**src/hw/rtl/path_normalizer_macros.svh**
```systemverilog
// Assertion macros for the path normalizer RTL.
`ifndef PATH_NORMALIZER_MACROS_SVH
`define PATH_NORMALIZER_MACROS_SVH

// Check that an expression holds at every clock edge out of reset.
`define PN_ASSERT_ALWAYS(label, expr) \
  label: assert property (@(posedge clk) disable iff (!rst_n) (expr)) \
    else $error("path_normalizer: invariant violated");

// Check that a condition in one cycle implies a result in the next cycle.
`define PN_ASSERT_NEXT(label, ante, cons) \
  label: assert property (@(posedge clk) disable iff (!rst_n) (ante) |=> (cons)) \
    else $error("path_normalizer: next-cycle check failed");

`endif

```
**src/hw/rtl/pn_pkg.sv**
```systemverilog
// Shared types and constants for the path normalizer.
`timescale 1ns / 1ps

package pn_pkg;

  // Field widths fixed by the interface
  localparam int REQ_W     = 2;
  localparam int CHAR_W    = 8;
  localparam int IDX_W     = 12;
  localparam int STATUS_W  = 2;
  localparam int LEN_OUT_W = 12;
  localparam int CFG_W     = 13;

  // Request kinds
  localparam logic [REQ_W-1:0] REQ_CHAR = 2'd0;
  localparam logic [REQ_W-1:0] REQ_END  = 2'd1;
  localparam logic [REQ_W-1:0] REQ_READ = 2'd2;
  localparam logic [REQ_W-1:0] REQ_NONE = 2'd3;

  // Status codes
  localparam logic [STATUS_W-1:0] ST_OK      = 2'd0;
  localparam logic [STATUS_W-1:0] ST_INVALID = 2'd1;
  localparam logic [STATUS_W-1:0] ST_OOB     = 2'd2;

  // Dot classification of the name in progress
  localparam logic [1:0] DOTS_EMPTY = 2'd0;
  localparam logic [1:0] DOTS_ONE   = 2'd1;
  localparam logic [1:0] DOTS_TWO   = 2'd2;
  localparam logic [1:0] DOTS_NAME  = 2'd3;

  // Characters
  localparam logic [CHAR_W-1:0] CH_SLASH  = 8'h2F;
  localparam logic [CHAR_W-1:0] CH_BSLASH = 8'h5C;
  localparam logic [CHAR_W-1:0] CH_DOT    = 8'h2E;

  // Buffer limit after reset
  localparam logic [CFG_W-1:0] CFG_RESET = 13'd4096;

  // Classified item passed from the front part to the back part
  typedef struct packed {
    logic [REQ_W-1:0]  kind;
    logic              is_sep;
    logic              is_dot;
    logic [CHAR_W-1:0] ch;
    logic [IDX_W-1:0]  idx;
  } cmd_t;

endpackage

```
**src/hw/rtl/pn_front.sv**
```systemverilog
// Front part: accepts input items, classifies them and queues them.
`timescale 1ns / 1ps

module pn_front import pn_pkg::*; (
  input  logic              clk,
  input  logic              rst_n,
  input  logic              in_valid,
  output logic              in_ready,
  input  logic [REQ_W-1:0]  in_req_type,
  input  logic [CHAR_W-1:0] in_path_char,
  input  logic [IDX_W-1:0]  in_read_index,
  output logic              cmd_valid,
  input  logic              cmd_ready,
  output cmd_t              cmd
);

  localparam int QUEUE_DEPTH = 2;
  localparam int PTR_W       = $clog2(QUEUE_DEPTH);
  localparam int CNT_W       = $clog2(QUEUE_DEPTH + 1);

  cmd_t             q_r [QUEUE_DEPTH];
  logic [PTR_W-1:0] wr_ptr_r, wr_ptr_nxt;
  logic [PTR_W-1:0] rd_ptr_r, rd_ptr_nxt;
  logic [CNT_W-1:0] count_r, count_nxt;
  cmd_t             cls;
  logic             push;
  logic             pop;

  // Classify the incoming item
  always_comb begin
    cls.kind   = in_req_type;
    cls.is_sep = (in_path_char == CH_SLASH) || (in_path_char == CH_BSLASH);
    cls.is_dot = (in_path_char == CH_DOT);
    cls.ch     = in_path_char;
    cls.idx    = in_read_index;
  end

  assign in_ready  = (count_r != CNT_W'(QUEUE_DEPTH));
  assign cmd_valid = (count_r != '0);
  assign cmd       = q_r[rd_ptr_r];
  assign push      = in_valid && in_ready;
  assign pop       = cmd_valid && cmd_ready;

  // Advance pointers and occupancy
  always_comb begin
    wr_ptr_nxt = push ? wr_ptr_r + PTR_W'(1) : wr_ptr_r;
    rd_ptr_nxt = pop ? rd_ptr_r + PTR_W'(1) : rd_ptr_r;
    count_nxt  = count_r;
    if (push && !pop) begin
      count_nxt = count_r + CNT_W'(1);
    end else if (pop && !push) begin
      count_nxt = count_r - CNT_W'(1);
    end
  end

  always_ff @(posedge clk) begin
    if (!rst_n) begin
      wr_ptr_r <= '0;
      rd_ptr_r <= '0;
      count_r  <= '0;
    end else begin
      wr_ptr_r <= wr_ptr_nxt;
      rd_ptr_r <= rd_ptr_nxt;
      count_r  <= count_nxt;
    end
  end

  // Store the queued item
  always_ff @(posedge clk) begin
    if (push) begin
      q_r[wr_ptr_r] <= cls;
    end
  end

endmodule

```
**config.mk**
```make
export PLATFORM = sky130hd
export DESIGN_NAME = pn_front
export DESIGN_NICKNAME = d
export VERILOG_FILES = /design/src/hw/rtl/path_normalizer_macros.svh /design/src/hw/rtl/pn_pkg.sv /design/src/hw/rtl/pn_front.sv
export SDC_FILE = /design/constraint.sdc
export NUM_CORES = 1
export LEC_CHECK = 0
export ABC_CLOCK_PERIOD_IN_PS = 1900
export BUFFER_PORTS_ARGS = -buffer_cell sky130_fd_sc_hd__clkbuf_2
export CAP_MARGIN = 20
export CORE_MARGIN = 10
export CORE_UTILIZATION = 30
export CTS_BUF_LIST = sky130_fd_sc_hd__clkbuf_16
export DETAILED_ROUTE_END_ITERATION = 16
export PLACE_DENSITY = 0.55
export SLEW_MARGIN = 0
export SYNTH_ARGS = -nofsm -noshare
export SYNTH_HDL_FRONTEND = slang
export SYNTH_SLANG_ARGS = --single-unit
```
**constraint.sdc**
```tcl
create_clock -name clk -period 1.9 [get_ports clk]
set_clock_uncertainty 0.15 [all_clocks]
set_input_delay 0.095 -clock clk [delete_from_list [all_inputs] [get_ports clk]]
set_output_delay 0.095 -clock clk [all_outputs]
set_load 0.01 [all_outputs]
```
==> results.yml <==
yosys:
  syn_inst: 107
  netlist.top_cell.by_area: "edfxtp_1"
  synth.avg_cell_area_um2: 18.8
  syn_area_um2: 2010
  ys_seq_area_share_pct: 76.6
  synthFlopType: "edfxtp_1"
  synth_edf_count: 48
  ys_seq_elements: 53
  async_reset_ff_share_pct: 0
  synth_area_leaders: "edfxtp_1 72%, mux2_2 13%, dfxtp_1 5.0%, and2_1 1.2%, xnor2_1 0.87%"
  yosysUniqueCellTypes: 24
  yosys-top-cells-count: "48 x edfxtp_1, 24 x mux2_2, 5 x dfxtp_1, 4 x and2_1, 3 x buf_2"
  yosys.area.top_type_share_pct: 71.6
  yosysMostFrequentCell: "edfxtp_1"
  ys_warn_count: 0
  synth_fp_nets: 134
setup_path:
  cp_max_fo: 5
  max_stage_delay_ps: 360
  cp-end-kind: "register"
  path_depth: 5
  path_delay_family: "simple AND/OR/NAND/NOR gates"
  cp.arrival_ps: 1810
  reg2regPathDepth: 5
  crit_path_start_kind: "register"
  worstSetupStartpoint: "count_r[0]"
  required_ps: 1970
  worstPathCellList: "nand2b_4 > and2_1 > ha_1 > or3_1 > a21boi_1"
  cp_slowest_cell: "dfxtp_1"
  crit_buf_inv: 0
  crit-reg2reg-launch: "count_r[0]"
  crit_type: "reg2reg"
cells_and_area:
  final_cell_area_um2: 2770
  n_antenna_cell: 0
  area_growth_pct: 37.7
  fill_cells: 583
  nNetsFinal: 217
  drive_gt1_share_pct: 47.1
placed_design:
  place_hpwl_mm: 2.96
  portBuffers: 51
  place.gp.congestion: 0.644
  placed_area_um2: 2400
worst_hold_path:
  holdPathStages: 3
  worstHoldPathType: "in2reg"
  hp-start: "in_valid"
die:
  die-width_um: 102
  core_um2: 6420
  rows: 29
  dieHeight_um: 102
  start_util_pct: 31.3
  ios: 52
  die_area_um2: 10400
clock_tree:
  h-tree-depth: 2
  root_buffer: "clkbuf_16"
  cts_buffer_depth: 2
  cts_made_buffers: 5
  cts_resized: 0
  cts_tree: "yes"
  clkSlewWorstSetupHoldPaths_ps: 60
  cts.sinks: 53
  insertion_delay_ps: 280
grt:
  gr-total-overflow: 0
  grt_pass1_vias: 1269
  grt_usage_pct: 7.86
  grt_max_degree: 21
  grt_pass1_wl_mm: 6.33
  antenna_found_initial: 0
drt:
  drt-vias-per-instance: 4.39
  final_antenna_net_count: 0
  drt_iter0_drc: 29
  dr_total_vias: 1177
  drc: 0
  drt-total-wl_mm: 4.03
  wl_per_cell_um: 15.0
  firstDrtPassIters: 4
timing:
  finalCriticalPeriod_ps: 1740
  grt_setup_unrepaired: "false"
  fin_setup_tns_ps: 0
  fmax_ghz: 0.574
  slew-limit-headroom_pct: 83.0
  hold_viol: 0
  drv_slew: 0
  fin_crit_sh_pct: 91.6
  tightest_slew_ps: 253
  setup_viol: 0
outcome:
  outcome: "finished, final reports clean"
job:
  max-cap-violations: 0
pwr:
  powerDensity_nw_per_um2: 1190
  irDropWorstVdd_mv: 0.628
  p_leak_nw: 1.06
==> where the power goes <==
part           total [W]  switching [W]  internal, W
Sequential       0.00152      0.0000610      0.00146
Clock           0.000852       0.000369     0.000483
Combinational   0.000938       0.000463     0.000475
Total            0.00331       0.000893      0.00242
==> timing repair <==
action | in CTS | in global routing
endpoints found under the hold margin | 49 | 0
hold buffers | 23 | 0
buffers inserted | 0 | 0
==> metal layers <==
metal	global-route usage (%)	part of all wire (%)	vias to the layer above
li1	-	-	575
met1	8.50	40	558
met2	13.7	52	38
met3	3.44	6.9	6
met4	2.28	1.0	0
met5	0	0	-
==> per-stage QoR <==
step	hold WS, ps	utilization (%)	setup slack, ps	std cells	total power, W
floorplan	43.9	-	138	107	0.00210
global placement	137	37.3	247	237	0.00244
detailed placement	138	37.3	169	237	0.00247
CTS	12.9	43.2	154	268	0.00338
global route	41.1	43.2	89.6	268	0.00350
finish	12.6	43.2	159	268	0.00331
==> cells in the final DEF, fill, tap and decap left out, drive strengths merged, types with 2 or more instances in the layout <==
| cell type | synthesis | layout |
|---|---|---|
| clkinv | 0 | 3 |
| dlygate4sd3 | 0 | 23 |
| mux2 | 24 | 24 |
| buf | 3 | 5 |
| nand3 | 2 | 2 |
| and2 | 4 | 4 |
| clkbuf | 0 | 56 |
| a21boi | 2 | 2 |
| o21ai | 2 | 2 |
| nand3b | 2 | 2 |
| edfxtp | 48 | 48 |
| dfxtp | 5 | 5 |
| nor3 | 2 | 2 |
| xnor2 | 2 | 2 |
==> area by class of cell <==
cell class / instances / area [µm²] / area share [%]
inverter: 1 / 3.75 / 0.135
timing repair buffer: 79 / 536 / 19.3
clock inverter: 3 / 17.5 / 0.632
clock buffer: 5 / 125 / 4.51
multi-input combinational: 50 / 452 / 16.3
sequential: 53 / 1540 / 55.6
tap: 77 / 96.3 / 3.48
==> state kept, by name, summed over array words and instances (netlist names), named ones only <==
register  cells
wr_ptr_r      1
q_r          48
rd_ptr_r      1
count_r       2
==> final timing paths <==
kind                 to  slack, ps
max          count_r[1]        160
min            wr_ptr_r         10
max reg2reg  count_r[1]        160
min reg2reg  count_r[1]        410
==> kinds of logic after synthesis <==
kind of cell	synth area share (%)
xor+xnor	1.31
flops	76.6
mux	13.4
compound gates	1.99
fa+ha+maj	0.622
simple gates	5.10
buf+inv	0.932
==> worst reg2reg max path: cells and delay by family (launching register included) <==
kind            cells  cell delay (ps)
fa+ha+maj           1              320
simple gates        3              700
flops               1              360
compound gates      1              140
No activity file was read; power rests on OpenSTA's default activity.
